<file path="src/rtl/core/lrupr_pkg.sv">
// ----------------------------------------------------------------------------
// LRU page replacement package
// Sizes, item and result types shared by the core's modules.
// ----------------------------------------------------------------------------
package lrupr_pkg;

	localparam int FRAME_COUNT  = 8;
	localparam int SLOT_W       = (FRAME_COUNT > 1) ? $clog2(FRAME_COUNT) : 1;
	localparam int RANK_W       = SLOT_W;
	localparam int CNT_W        = ($clog2(FRAME_COUNT + 1) > 4) ? $clog2(FRAME_COUNT + 1) : 4;

	localparam int PAGE_W       = 16;
	localparam int FAULT_W      = 16;
	localparam int FRAME_SLOT_W = 3;
	localparam int CFG_W        = 4;

	localparam logic [FAULT_W-1:0] FAULT_MAX = '1;
	localparam logic [CFG_W-1:0] FRAMES_RESET = 4'd8;

	localparam int QUEUE_DEPTH  = 2;
	localparam int QPTR_W       = 1;
	localparam int QCNT_W       = 2;

	typedef struct packed {
		logic [PAGE_W-1:0] page_number;
		logic              start_of_sequence;
	} item_t;

	typedef struct packed {
		logic               valid;
		item_t              item;
	} queue_head_t;

	typedef struct packed {
		logic [FAULT_W-1:0]      fault_total;
		logic [PAGE_W-1:0]       evicted_page;
		logic                    evicted_valid;
		logic [FRAME_SLOT_W-1:0] frame_slot;
		logic                    hit;
	} result_t;

	localparam int RESULT_W = $bits(result_t);
	localparam int M_TDATA_W = ((RESULT_W + 7) / 8) * 8;

endpackage

</file>
<file path="src/rtl/core/lru_page_replacement_core.sv">
// A page reference is accepted into a two-item queue and its result is
// registered after the lookup and update phases of the frame table; a
// stalled output holds the update phase. The frame table serves one
// reference at a time, so a new one is not looked up until the last is done.
// Reset is asynchronous and active low; it empties all frames, clears the
// fault count and sets frames_in_use to 8.
// ----------------------------------------------------------------------------
// LRU page replacement core
// Top level: configuration register, front queue and replacement engine.
// ----------------------------------------------------------------------------
module lru_page_replacement_core (
	input  logic                              clk,
	input  logic                              arst_n,
	input  logic                              psel,
	input  logic                              penable,
	input  logic                              pwrite,
	input  logic [2:0]                        paddr,
	input  logic [31:0]                       pwdata,
	output logic [31:0]                       prdata,
	output logic                              pready,
	input  logic                              s_tvalid,
	output logic                              s_tready,
	input  logic [15:0]                       s_tdata,  // page_number
	input  logic                              s_tuser,  // start_of_sequence
	output logic                              m_tvalid,
	input  logic                              m_tready,
	// hit, frame_slot[3], evicted_valid, evicted_page[16], fault_total[16], pad
	output logic [lrupr_pkg::M_TDATA_W-1:0]   m_tdata
);
	import lrupr_pkg::*;

	localparam logic [2:0] ADDR_FRAMES_IN_USE = 3'd0;

	logic [CFG_W-1:0] frames_q;
	queue_head_t      head;
	logic             pop;

	assign pready = 1'b1;
	assign prdata = (paddr == ADDR_FRAMES_IN_USE) ? {{(32 - CFG_W){1'b0}}, frames_q} : '0;

	always_ff @(posedge clk or negedge arst_n) begin
		if (!arst_n) begin
			frames_q <= FRAMES_RESET;
		end else if (psel && penable && pwrite && pready && (paddr == ADDR_FRAMES_IN_USE)) begin
			frames_q <= pwdata[CFG_W-1:0];
		end
	end

	lrupr_front u_front (
		.clk      (clk),
		.arst_n   (arst_n),
		.s_tvalid (s_tvalid),
		.s_tready (s_tready),
		.s_tdata  (s_tdata),
		.s_tuser  (s_tuser),
		.head     (head),
		.pop      (pop)
	);

	lrupr_back u_back (
		.clk           (clk),
		.arst_n        (arst_n),
		.head          (head),
		.pop           (pop),
		.frames_in_use (frames_q),
		.m_tvalid      (m_tvalid),
		.m_tready      (m_tready),
		.m_tdata       (m_tdata)
	);

endmodule

</file>
<file path="src/rtl/core/lrupr_front.sv">
// ----------------------------------------------------------------------------
// LRU page replacement front end
// Accepts page references, unpacks them and holds them in a short queue.
// ----------------------------------------------------------------------------
module lrupr_front (
	input  logic                        clk,
	input  logic                        arst_n,
	input  logic                        s_tvalid,
	output logic                        s_tready,
	input  logic [15:0]                 s_tdata,   // page_number
	input  logic                        s_tuser,   // start_of_sequence
	output lrupr_pkg::queue_head_t      head,
	input  logic                        pop
);
	import lrupr_pkg::*;

	item_t              queue_q [QUEUE_DEPTH];
	logic [QPTR_W-1:0]  wr_ptr_q;
	logic [QPTR_W-1:0]  rd_ptr_q;
	logic [QCNT_W-1:0]  count_q;
	logic               push;
	logic               do_pop;
	item_t              in_item;

	assign in_item.page_number       = s_tdata;
	assign in_item.start_of_sequence = s_tuser;

	assign s_tready = (count_q != QCNT_W'(QUEUE_DEPTH));
	assign push     = s_tvalid && s_tready;
	assign do_pop   = pop && (count_q != '0);

	assign head.valid = (count_q != '0);
	assign head.item  = queue_q[rd_ptr_q];

	always_ff @(posedge clk) begin
		if (push) begin
			queue_q[wr_ptr_q] <= in_item;
		end
	end

	always_ff @(posedge clk or negedge arst_n) begin
		if (!arst_n) begin
			wr_ptr_q <= '0;
			rd_ptr_q <= '0;
			count_q  <= '0;
		end else begin
			if (push) begin
				wr_ptr_q <= wr_ptr_q + 1'b1;
			end
			if (do_pop) begin
				rd_ptr_q <= rd_ptr_q + 1'b1;
			end
			unique case ({push, do_pop})
				2'b10:   count_q <= count_q + 1'b1;
				2'b01:   count_q <= count_q - 1'b1;
				default: count_q <= count_q;
			endcase
		end
	end

endmodule

</file>
<file path="src/rtl/core/lrupr_back.sv">
// ----------------------------------------------------------------------------
// LRU page replacement back end
// Looks up a reference among the frames, picks the slot and updates ranks.
// ----------------------------------------------------------------------------
module lrupr_back (
	input  logic                              clk,
	input  logic                              arst_n,
	input  lrupr_pkg::queue_head_t            head,
	output logic                              pop,
	input  logic [lrupr_pkg::CFG_W-1:0]       frames_in_use,
	output logic                              m_tvalid,
	input  logic                              m_tready,
	output logic [lrupr_pkg::M_TDATA_W-1:0]   m_tdata
);
	import lrupr_pkg::*;

	localparam logic [1:0] PH_IDLE = 2'd0;
	localparam logic [1:0] PH_LOOK = 2'd1;
	localparam logic [1:0] PH_UPD  = 2'd2;

	logic [1:0]              phase_q;
	logic [PAGE_W-1:0]       page_frame_q [FRAME_COUNT];
	logic [FRAME_COUNT-1:0]  occ_q;
	logic [RANK_W-1:0]       rank_q [FRAME_COUNT];
	logic [FAULT_W-1:0]      fault_q;

	logic [PAGE_W-1:0]       page_s1;
	logic                    start_s1;

	logic [PAGE_W-1:0]       page_s2;
	logic                    start_s2;
	logic                    found_s2;
	logic                    evict_s2;
	logic [SLOT_W-1:0]       slot_s2;
	logic [PAGE_W-1:0]       old_page_s2;

	logic                    out_valid_q;
	result_t                 out_q;

	logic                    can_finish;
	logic                    finish;

	logic [CNT_W-1:0]        frames_eff;
	logic [FRAME_COUNT-1:0]  active;
	logic [FRAME_COUNT-1:0]  occ_look;
	logic [FRAME_COUNT-1:0]  hit_vec;
	logic [FRAME_COUNT-1:0]  empty_vec;
	logic [SLOT_W-1:0]       hit_slot;
	logic [SLOT_W-1:0]       empty_slot;
	logic [SLOT_W-1:0]       lru_slot;
	logic [RANK_W-1:0]       lru_rank;
	logic                    look_found;
	logic                    look_empty;
	logic [SLOT_W-1:0]       look_slot;

	logic [FRAME_COUNT-1:0]  occ_e;
	logic [RANK_W-1:0]       rank_e [FRAME_COUNT];
	logic [RANK_W-1:0]       rank_n [FRAME_COUNT];
	logic [FRAME_COUNT-1:0]  occ_n;
	logic                    was_occ;
	logic [RANK_W-1:0]       old_rank;
	logic [FAULT_W-1:0]      fault_e;
	logic [FAULT_W-1:0]      fault_n;

	assign can_finish = !out_valid_q || m_tready;
	assign finish     = (phase_q == PH_UPD) && can_finish;
	assign pop        = head.valid && ((phase_q == PH_IDLE) || finish);

	// Lookup stage: tag compare, first empty frame, least recent frame.
	assign frames_eff = (frames_in_use == '0) ? CNT_W'(1) : CNT_W'(frames_in_use);
	assign occ_look   = start_s1 ? '0 : occ_q;

	always_comb begin
		for (int j = 0; j < FRAME_COUNT; j++) begin
			active[j]    = (CNT_W'(j) < frames_eff);
			hit_vec[j]   = active[j] && occ_look[j] && (page_frame_q[j] == page_s1);
			empty_vec[j] = active[j] && !occ_look[j];
		end
	end

	always_comb begin
		hit_slot   = '0;
		empty_slot = '0;
		for (int j = FRAME_COUNT - 1; j >= 0; j--) begin
			if (hit_vec[j]) begin
				hit_slot = SLOT_W'(j);
			end
			if (empty_vec[j]) begin
				empty_slot = SLOT_W'(j);
			end
		end
	end

	always_comb begin
		lru_slot = '0;
		lru_rank = start_s1 ? '0 : rank_q[0];
		for (int j = 1; j < FRAME_COUNT; j++) begin
			if (active[j] && !start_s1 && (rank_q[j] > lru_rank)) begin
				lru_slot = SLOT_W'(j);
				lru_rank = rank_q[j];
			end
		end
	end

	assign look_found = |hit_vec;
	assign look_empty = |empty_vec;

	always_comb begin
		priority if (look_found) begin
			look_slot = hit_slot;
		end else if (look_empty) begin
			look_slot = empty_slot;
		end else begin
			look_slot = lru_slot;
		end
	end

	// Update stage: recency ranks, occupancy, fault count.
	assign occ_e   = start_s2 ? '0 : occ_q;
	assign fault_e = start_s2 ? '0 : fault_q;
	assign was_occ = occ_e[slot_s2];

	always_comb begin
		for (int j = 0; j < FRAME_COUNT; j++) begin
			rank_e[j] = start_s2 ? '0 : rank_q[j];
		end
	end

	assign old_rank = rank_e[slot_s2];

	always_comb begin
		for (int j = 0; j < FRAME_COUNT; j++) begin
			if (SLOT_W'(j) == slot_s2) begin
				rank_n[j] = '0;
			end else if (occ_e[j] && (!was_occ || (rank_e[j] < old_rank))) begin
				rank_n[j] = RANK_W'(rank_e[j] + 1'b1);
			end else begin
				rank_n[j] = rank_e[j];
			end
		end
		occ_n          = occ_e;
		occ_n[slot_s2] = 1'b1;
	end

	always_comb begin
		if (found_s2 || (fault_e == FAULT_MAX)) begin
			fault_n = fault_e;
		end else begin
			fault_n = fault_e + 1'b1;
		end
	end

	always_ff @(posedge clk or negedge arst_n) begin
		if (!arst_n) begin
			phase_q     <= PH_IDLE;
			occ_q       <= '0;
			fault_q     <= '0;
			out_valid_q <= 1'b0;
			for (int j = 0; j < FRAME_COUNT; j++) begin
				rank_q[j] <= '0;
			end
		end else begin
			unique case (phase_q)
				PH_IDLE: phase_q <= pop ? PH_LOOK : PH_IDLE;
				PH_LOOK: phase_q <= PH_UPD;
				PH_UPD:  phase_q <= can_finish ? (pop ? PH_LOOK : PH_IDLE) : PH_UPD;
				default: phase_q <= PH_IDLE;
			endcase
			if (finish) begin
				occ_q   <= occ_n;
				fault_q <= fault_n;
				for (int j = 0; j < FRAME_COUNT; j++) begin
					rank_q[j] <= rank_n[j];
				end
			end
			if (finish) begin
				out_valid_q <= 1'b1;
			end else if (m_tready) begin
				out_valid_q <= 1'b0;
			end
		end
	end

	always_ff @(posedge clk) begin
		if (pop) begin
			page_s1  <= head.item.page_number;
			start_s1 <= head.item.start_of_sequence;
		end
		if (phase_q == PH_LOOK) begin
			page_s2     <= page_s1;
			start_s2    <= start_s1;
			found_s2    <= look_found;
			evict_s2    <= !look_found && !look_empty;
			slot_s2     <= look_slot;
			old_page_s2 <= page_frame_q[lru_slot];
		end
		if (finish && !found_s2) begin
			page_frame_q[slot_s2] <= page_s2;
		end
		if (finish) begin
			out_q.hit           <= found_s2;
			out_q.frame_slot    <= FRAME_SLOT_W'(slot_s2);
			out_q.evicted_valid <= evict_s2;
			out_q.evicted_page  <= evict_s2 ? old_page_s2 : '0;
			out_q.fault_total   <= fault_n;
		end
	end

	assign m_tvalid = out_valid_q;
	assign m_tdata  = M_TDATA_W'(out_q);

endmodule

</file>
<file path="config.mk">
export PLATFORM = sky130hd
export DESIGN_NAME = lru_page_replacement_core
export DESIGN_NICKNAME = d
export VERILOG_FILES = /design/src/rtl/core/lrupr_pkg.sv /design/src/rtl/core/lru_page_replacement_core.sv /design/src/rtl/core/lrupr_front.sv /design/src/rtl/core/lrupr_back.sv
export SDC_FILE = /design/constraint.sdc
export NUM_CORES = 1
export LEC_CHECK = 0
export ABC_AREA = 1
export BUFFER_PORTS_ARGS = -buffer_cell sky130_fd_sc_hd__buf_2
export CAP_MARGIN = 5
export CELL_PAD_IN_SITES_DETAIL_PLACEMENT = 1
export CELL_PAD_IN_SITES_GLOBAL_PLACEMENT = 1
export CORE_MARGIN = 2
export CORE_UTILIZATION = 25
export DETAILED_ROUTE_END_ITERATION = 10
export GPL_TIMING_DRIVEN = 0
export PLACE_DENSITY_LB_ADDON = 0.12
export SYNTH_ARGS = -nofsm -noshare
export SYNTH_HDL_FRONTEND = slang
export SYNTH_SLANG_ARGS = --single-unit
</file>
<file path="constraint.sdc">
create_clock -name clk -period 17.7 [get_ports clk]
set_input_delay 0.885 -clock clk [delete_from_list [all_inputs] [get_ports clk]]
set_output_delay 0.885 -clock clk [all_outputs]
set_load 0.02 [all_outputs]
</file>
## Word-level counts from Yosys, hierarchy flattened

Memory sizes are Yosys's and may differ from the RTL's. A register that Yosys moved wholly into a read port is not among the register bits.
Index checks and enable logic that the tools add are counted.

| operators by class | value |
|---|---|
| bitwise gates (word level) | 2 |
| equality and inequality tests | 21 |
| multipliers | 0 |
| shifts and indexed selects | 0 |
| reduce and logical (&&, ||, !) cells | 90 |
| div/mod/pow operators | 0 |
| mux-type cells | 79 |
| $add $sub $neg | 13 |
| magnitude comparators | 26 |

Operator list:

| operator | count |
|---|---|
| 3-bit 2-to-1 mux | 55 |
| 16-bit equality test | 8 |
| 1-bit logical AND | 56 |
| 16-bit 2-to-1 mux | 2 |
| 3-bit by 1-bit adder with 3-bit output, second input constant | 8 |
| 3-bit less-than comparator | 8 |
| 3-bit greater-than comparator | 7 |
| 16-bit by 1-bit adder with 16-bit output, second input constant | 1 |
| 16-bit equality test, second input constant | 1 |
| 3-bit by 4-bit less-than comparator with 1-bit output, first input constant | 4 |
| 8-bit 2-to-1 mux | 2 |
| 8-bit OR reduction | 2 |
| 1-bit logical NOT | 14 |
| 3-bit equality test, first input constant | 4 |
| 1-bit logical OR | 11 |
| 1-bit 2-to-1 mux | 10 |
| 3-bit binary-select mux with 3-bit select | 1 |
| 1-bit by 4-bit less-than comparator with 1-bit output, first input constant | 2 |
| 2-bit by 4-bit less-than comparator with 1-bit output, first input constant | 2 |
| 4-bit 2-to-1 mux | 2 |
| 8-bit OR | 1 |
| 2-bit by 3-bit equality test with 1-bit output, first input constant | 2 |
| 3-bit logical NOT | 2 |
| 2-bit 2-to-1 mux | 3 |
| other kinds (18) | 23 |

| word-level totals | value |
|---|---|
| bits in latches | 0 |
| flip-flop bits (word level) | 118 |
| input port bits | 59 |
| output and inout port bits | 75 |
| memory bits (writable) | 162 |
| logic and storage cells | 259 |
| memories kept | 2 |
| memory bits (read-only) | 0 |

Memory list:

| memory | words | width | rd ports | clocked after memory_dff | write ports | RTL line | text |
|---|---|---|---|---|---|---|---|
| u_back.page_frame_q | 8 | 16 | 9 | 1 | 1 | lrupr_back.sv:22 | `logic [PAGE_W-1:0] page_frame_q [FRAME_COUNT];` |
| u_front.queue_q | 2 | 17 | 1 | 1 | 1 | lrupr_front.sv:17 | `item_t queue_q [QUEUE_DEPTH];` |

## Logic depth before layout (Yosys ltp)

| depth | value |
|---|---|
| word-level depth | 26 |
| depth in mapped cells | 58 |
| depth with buffers taken out | 56 |

## Modules after synthesis

From an unflattened synthesis, not the netlist that was laid out.

| unflattened totals | value |
|---|---|
| cell total of the unflattened synthesis | 2,054 |
| area, all modules | 17,610.6 µm² |

Modules (own cells, without submodules):

| module | seq. area each (µm²) | area an instance (µm²) | cells an instance | times used |
|---|---|---|---|---|
| lrupr_back | 7,882.6 | 15,643.8 | 1,873 | 1 |
| lrupr_front | 1,121.1 | 1,501.4 | 118 | 1 |
| lru_page_replacement_core | 101.3 | 465.4 | 63 | 1 |

## Worst setup path before layout

Ideal clock, no wire load.

| timing | value |
|---|---|
| path type | register to register |
| from | register u_back.start_s1 (read register of u_front.queue_q) |
| to | register u_back.old_page_s2[0] (read register of u_back.page_frame_q) (data pin) |
| buffers on the path | 3 |
| setup slack | 9.535 ns |
| arrival time | 7.913 ns |
| clock period less this slack | 8.165 ns |
| cell stages (with the launch flop) | 50 |
| data required time | 17.448 ns |
| setup time | 0.252 ns |
| path through | edfxtp_1 > buf_2 > nor2_1 > ha_1 > nand3_1 > nand3_4 > nor2_4 > inv_1 > o21ai_0 > ha_1 > o21ai_0 > nand3_2 > nand3_2 > nand2_4 > o21ai_0 > ha_1 > o21ai_0 > nand3_1 > [... 14 more ...] > o21ai_0 > ha_1 > inv_1 > nor2_1 > o21a_1 > o2111ai_1 > o21ai_0 > ha_1 > a21oi_1 > o21ai_0 > nand4_1 > clkbuf_1 > clkbuf_1 > nand3_1 > nand3_1 > nand2_1 > nand2_1 > nand2_1 |

| between the ends | value |
|---|---|
| word-level cells in the longest chain between the ends | 22 |
| elaborated cells between the ends (all ways) | 36 |
| classes of those cells | order compare: 7; mux: 14; reduce/logical: 15 |

RTL lines:

| what | RTL line | text |
|---|---|---|
| start, declared | lrupr_back.sv:28 | `logic start_s1;` |
| 3-bit 2-to-1 mux / 1-bit logical NOT (equally long branches) | lrupr_back.sv:96, lrupr_back.sv:98 |  |
| 3-bit greater-than comparator / 1-bit logical AND (equally long branches) | lrupr_back.sv:98 | `if (active[j] && !start_s1 && (rank_q[j] > lru_rank)) begin` |
| 1-bit logical AND | lrupr_back.sv:98 |  |
| 3-bit 2-to-1 mux | lrupr_back.sv:98 |  |
| 3-bit greater-than comparator | lrupr_back.sv:98 |  |
| 1-bit logical AND | lrupr_back.sv:98 |  |
| 3-bit 2-to-1 mux | lrupr_back.sv:98 |  |
| 3-bit greater-than comparator | lrupr_back.sv:98 |  |
| [... 6 more ...] | - |  |
| 1-bit logical AND | lrupr_back.sv:98 |  |
| 3-bit 2-to-1 mux | lrupr_back.sv:98 |  |
| 3-bit greater-than comparator | lrupr_back.sv:98 |  |
| 1-bit logical AND | lrupr_back.sv:98 |  |
| 3-bit 2-to-1 mux | lrupr_back.sv:98 |  |
| 3-bit greater-than comparator | lrupr_back.sv:98 |  |
| 1-bit logical AND | lrupr_back.sv:98 |  |
| 3-bit 2-to-1 mux * | lrupr_back.sv:98 |  |
| end, declared | lrupr_back.sv:35 | `logic [PAGE_W-1:0] old_page_s2;` |

Mark *: on every way between the ends. The rest lies on a longest branch, timed or not.
A chain may end at the register's enable or synchronous reset.

## Worst setup path in the final report

Ends and elaborated chain as after synthesis.

==> out/results.ini <==
[floorplan]
num_io_pins=134
die-width_um=262
start_util_pct=25.3
floorplan.core_area_mm2=0.0657
floorplan.rows=94
die_h_um=262
dieArea_mm2=0.0685

[cts]
max-clock-path-buffers=3
clockRootBuffer=sky130_fd_sc_hd__clkbuf_16
cts-hold-fix-buffers=0
post_cts_setup_bufs=0
cts.htree.levels=2
clock_sinks=313
clkTransAtPathRegs_ns=0.06
post_cts_resized=0
tritoncts=yes
clock_insertion_delay_worst_skew_ns=0.61
cts_made_buffers=41

[logic_synthesis]
yosysTopAreaCellShare_pct=45.9
synthDominantAreaCellType=sky130_fd_sc_hd__edfxtp_1
synth_xor_xnor_area_share_pct=3.85
synth_enable_flop_cells=254
synth_top_family_by_area=simple AND/OR/NAND/NOR gates
synth_mux_area_share_pct=1.15
dominant_cell_by_count_in_the_synthesized_netlist=sky130_fd_sc_hd__nand2_1
synthesis.yosys.warnings=0
ys.flop_type=sky130_fd_sc_hd__edfxtp_1
synth-simple-area-share_pct=18.9
synth_cells=1748
yosys.cell_types.count=60
synthesis.area_mm2=0.0166
synth-adder-area-share_pct=2.94
synth-async-reset-ratio_pct=18.8
postSynthAreaPerCell_um2=9.50
synth_top_cells_by_count=sky130_fd_sc_hd__nand2_1 (322), sky130_fd_sc_hd__inv_1 (258), sky130_fd_sc_hd__edfxtp_1 (254)
synth-seq-area-share_pct=54.8
netlist_top_cells_area=sky130_fd_sc_hd__edfxtp_1 (46%), sky130_fd_sc_hd__dfrtp_1 (8.7%), sky130_fd_sc_hd__nand2_1 (7.3%)
yosys_register_bits=313
synth-compound-area-share_pct=8.48

[route]
via_count=13100
avgRoutedWirePerCell_um=22.2
route.detailed.vias_per_inst=4.66
route.antenna.remaining_nets=0
drt_iter0_drc=823
route.detailed.drc=0
dr.pass1.iters=5
detail_route.wirelength_um=62400

[cells_and_area]
sequential_cell_area_mm2=0.00910
layout-drive-gt1-share_pct=14.8
area_delta_synth_final_pct=19.4
nNetsFinal=2007
filler_cell_count=7578
finalCoreUtilization_pct=30.1
multi_input_comb_area_mm2=0.00606

[grt]
vias_in_the_first_global_route=13600
antenna_found_initial=1
grt_first_pass_wirelength_um=91100
grt_max_degree=36
grt_usage_pct=18.3
grt_overflow_total=0

[job]
drv.max_cap_violation_count=0

[critical_path]
critical_path.max_stage_delay_ns=0.72
crit_required_ns=18.03
critical-path-top-cell-by-count=sky130_fd_sc_hd__o21ai_0
crit_type=register to register
timing.critical_path.arrival_ns=10.95
setup.worst_path.end_class=register
regToRegSetupSlack_ns=7.09
crit_slowest_cell=sky130_fd_sc_hd__clkbuf_1
crit_path_start_kind=register
cp_max_fo=10

[timing]
slew_headroom_pct=6.40
timing.clock.skew_ns=0.0402
tightestPinTransition_ns=1.39
hold_viol=0
fmax_mhz=94.2
min_period_ns=10.61
timing.final.setup_violations=0
grt_setup_unrepaired=no
layout_worst_path_cycle_share_pct=60.0
finalSetupTns_ns=0
timing.final.max_slew_violations=0

[placement]
place.port_buffers=73
detailedPlacementHpwl_um=47500
globalplace.congestion=0.889

[outcome]
run_status=completed

[worst_hold_path]
worstHoldPathType=input port to async pin

## worst paths after layout
kind / startpoint / endpoint / cells past startpoint
max in group asynchronous: arst_n / frames_q[3] / 2
setup reg to reg: u_back.start_s1 / u_back.old_page_s2[0] / 49
hold reg to reg: u_back.page_s1[5] / u_back.page_s2[5] / 0
setup / recovery: u_back.start_s1 / u_back.old_page_s2[0] / 49
hold / removal: arst_n / u_back.rank_q[0] / 1
min in group clk: u_back.page_s1[5] / u_back.page_s2[5] / 0
## flip-flops by register name, summed over array words and instances, names as in the netlist, 2 cells and up
| signal | flops |
|---|---|
| u_back.page_frame_q | 128 |
| u_back.m_tdata | 37 |
| u_front.queue_q | 34 |
| u_back.rank_q | 24 |
| u_back.fault_q | 16 |
| u_back.old_page_s2 | 16 |
| u_back.page_s1 | 16 |
| u_back.page_s2 | 16 |
| u_back.occ_q | 8 |
| frames_q | 4 |
| u_back.slot_s2 | 3 |
| u_back.phase_q | 2 |
| u_front.count_q | 2 |
## cell families after synthesis
| logic type | Yosys count |
|---|---|
| compound gates | 229 |
| xor+xnor | 73 |
| fa+ha+maj | 39 |
| buf+inv | 366 |
| flops | 313 |
| mux | 17 |
| other cells | 2 |
| simple gates | 709 |
## worst max-delay path, delay by kind of cell (launching register included)
family                   cells  cell delay, ns
AO/OA/AOI/OAI               14            3.60
AND/OR/NAND/NOR             21            2.36
adder cells (fa/ha/maj)      7            2.13
buffers and inverters        7            1.74
flip-flops                   1            0.55
## stage by stage
| stage | setup WS (ns) | hold WS, ns | area [um2] | instances |
|---|---|---|---|---|
| final | 7.09 | 0.242 | 19800 | 2808 |
| after global routing | 6.05 | 0.251 | 19800 | 2806 |
| after CTS | 6.95 | 0.231 | 19800 | 2806 |
| after detailed placement | 6.99 | 0.433 | 18400 | 2730 |
| after global placement | 7.21 | 0.429 | 18200 | 2715 |
| after floorplan | 9.53 | 0.424 | 16700 | 1778 |
## cell usage in the layout, fill, tap and decap left out, types with 8 or more instances in the layout
cell type,synthesis,layout
sky130_fd_sc_hd__nand2_1,322,322
sky130_fd_sc_hd__inv_1,258,258
sky130_fd_sc_hd__edfxtp_1,254,254
sky130_fd_sc_hd__nand3_1,165,165
sky130_fd_sc_hd__nor2_1,131,128
sky130_fd_sc_hd__buf_2,13,85
sky130_fd_sc_hd__o21ai_0,75,75
sky130_fd_sc_hd__o22ai_1,63,63
sky130_fd_sc_hd__xor2_1,61,61
sky130_fd_sc_hd__dfrtp_1,58,58
sky130_fd_sc_hd__clkbuf_1,35,43
sky130_fd_sc_hd__clkbuf_16,0,41
sky130_fd_sc_hd__ha_1,39,39
sky130_fd_sc_hd__buf_4,34,37
sky130_fd_sc_hd__a21oi_1,34,34
sky130_fd_sc_hd__conb_1,2,32
sky130_fd_sc_hd__nand2_2,26,26
sky130_fd_sc_hd__nor4_1,20,20
sky130_fd_sc_hd__mux2_2,17,17
sky130_fd_sc_hd__buf_6,8,14
sky130_fd_sc_hd__a221oi_1,13,12
sky130_fd_sc_hd__xnor2_1,12,12
sky130_fd_sc_hd__clkinv_1,2,11
sky130_fd_sc_hd__nor3_1,18,10
sky130_fd_sc_hd__o2111ai_1,9,9
sky130_fd_sc_hd__nor3_2,0,8
## layout make-up
cell class,instances,area share (%)
Inverter,267,5.06
Sequential cell,313,45.9
Antenna cell,2,0.0253
Timing Repair Buffer,88,2.88
Tap cell,864,5.45
Buffer,99,3.13
Clock buffer,52,5.49
Clock inverter,24,1.46
Multi-Input combinational cell,1099,30.6
## routing by layer
metal  global-route usage [%]  share of wire, %
met4                     5.45               2.6
met5                        0                 0
met2                     29.6                46
met3                     2.52               4.5
met1                     25.4                47
Power is not shown: default switching activity piles up to over one toggle a cycle in this logic, so the estimate is an artifact.
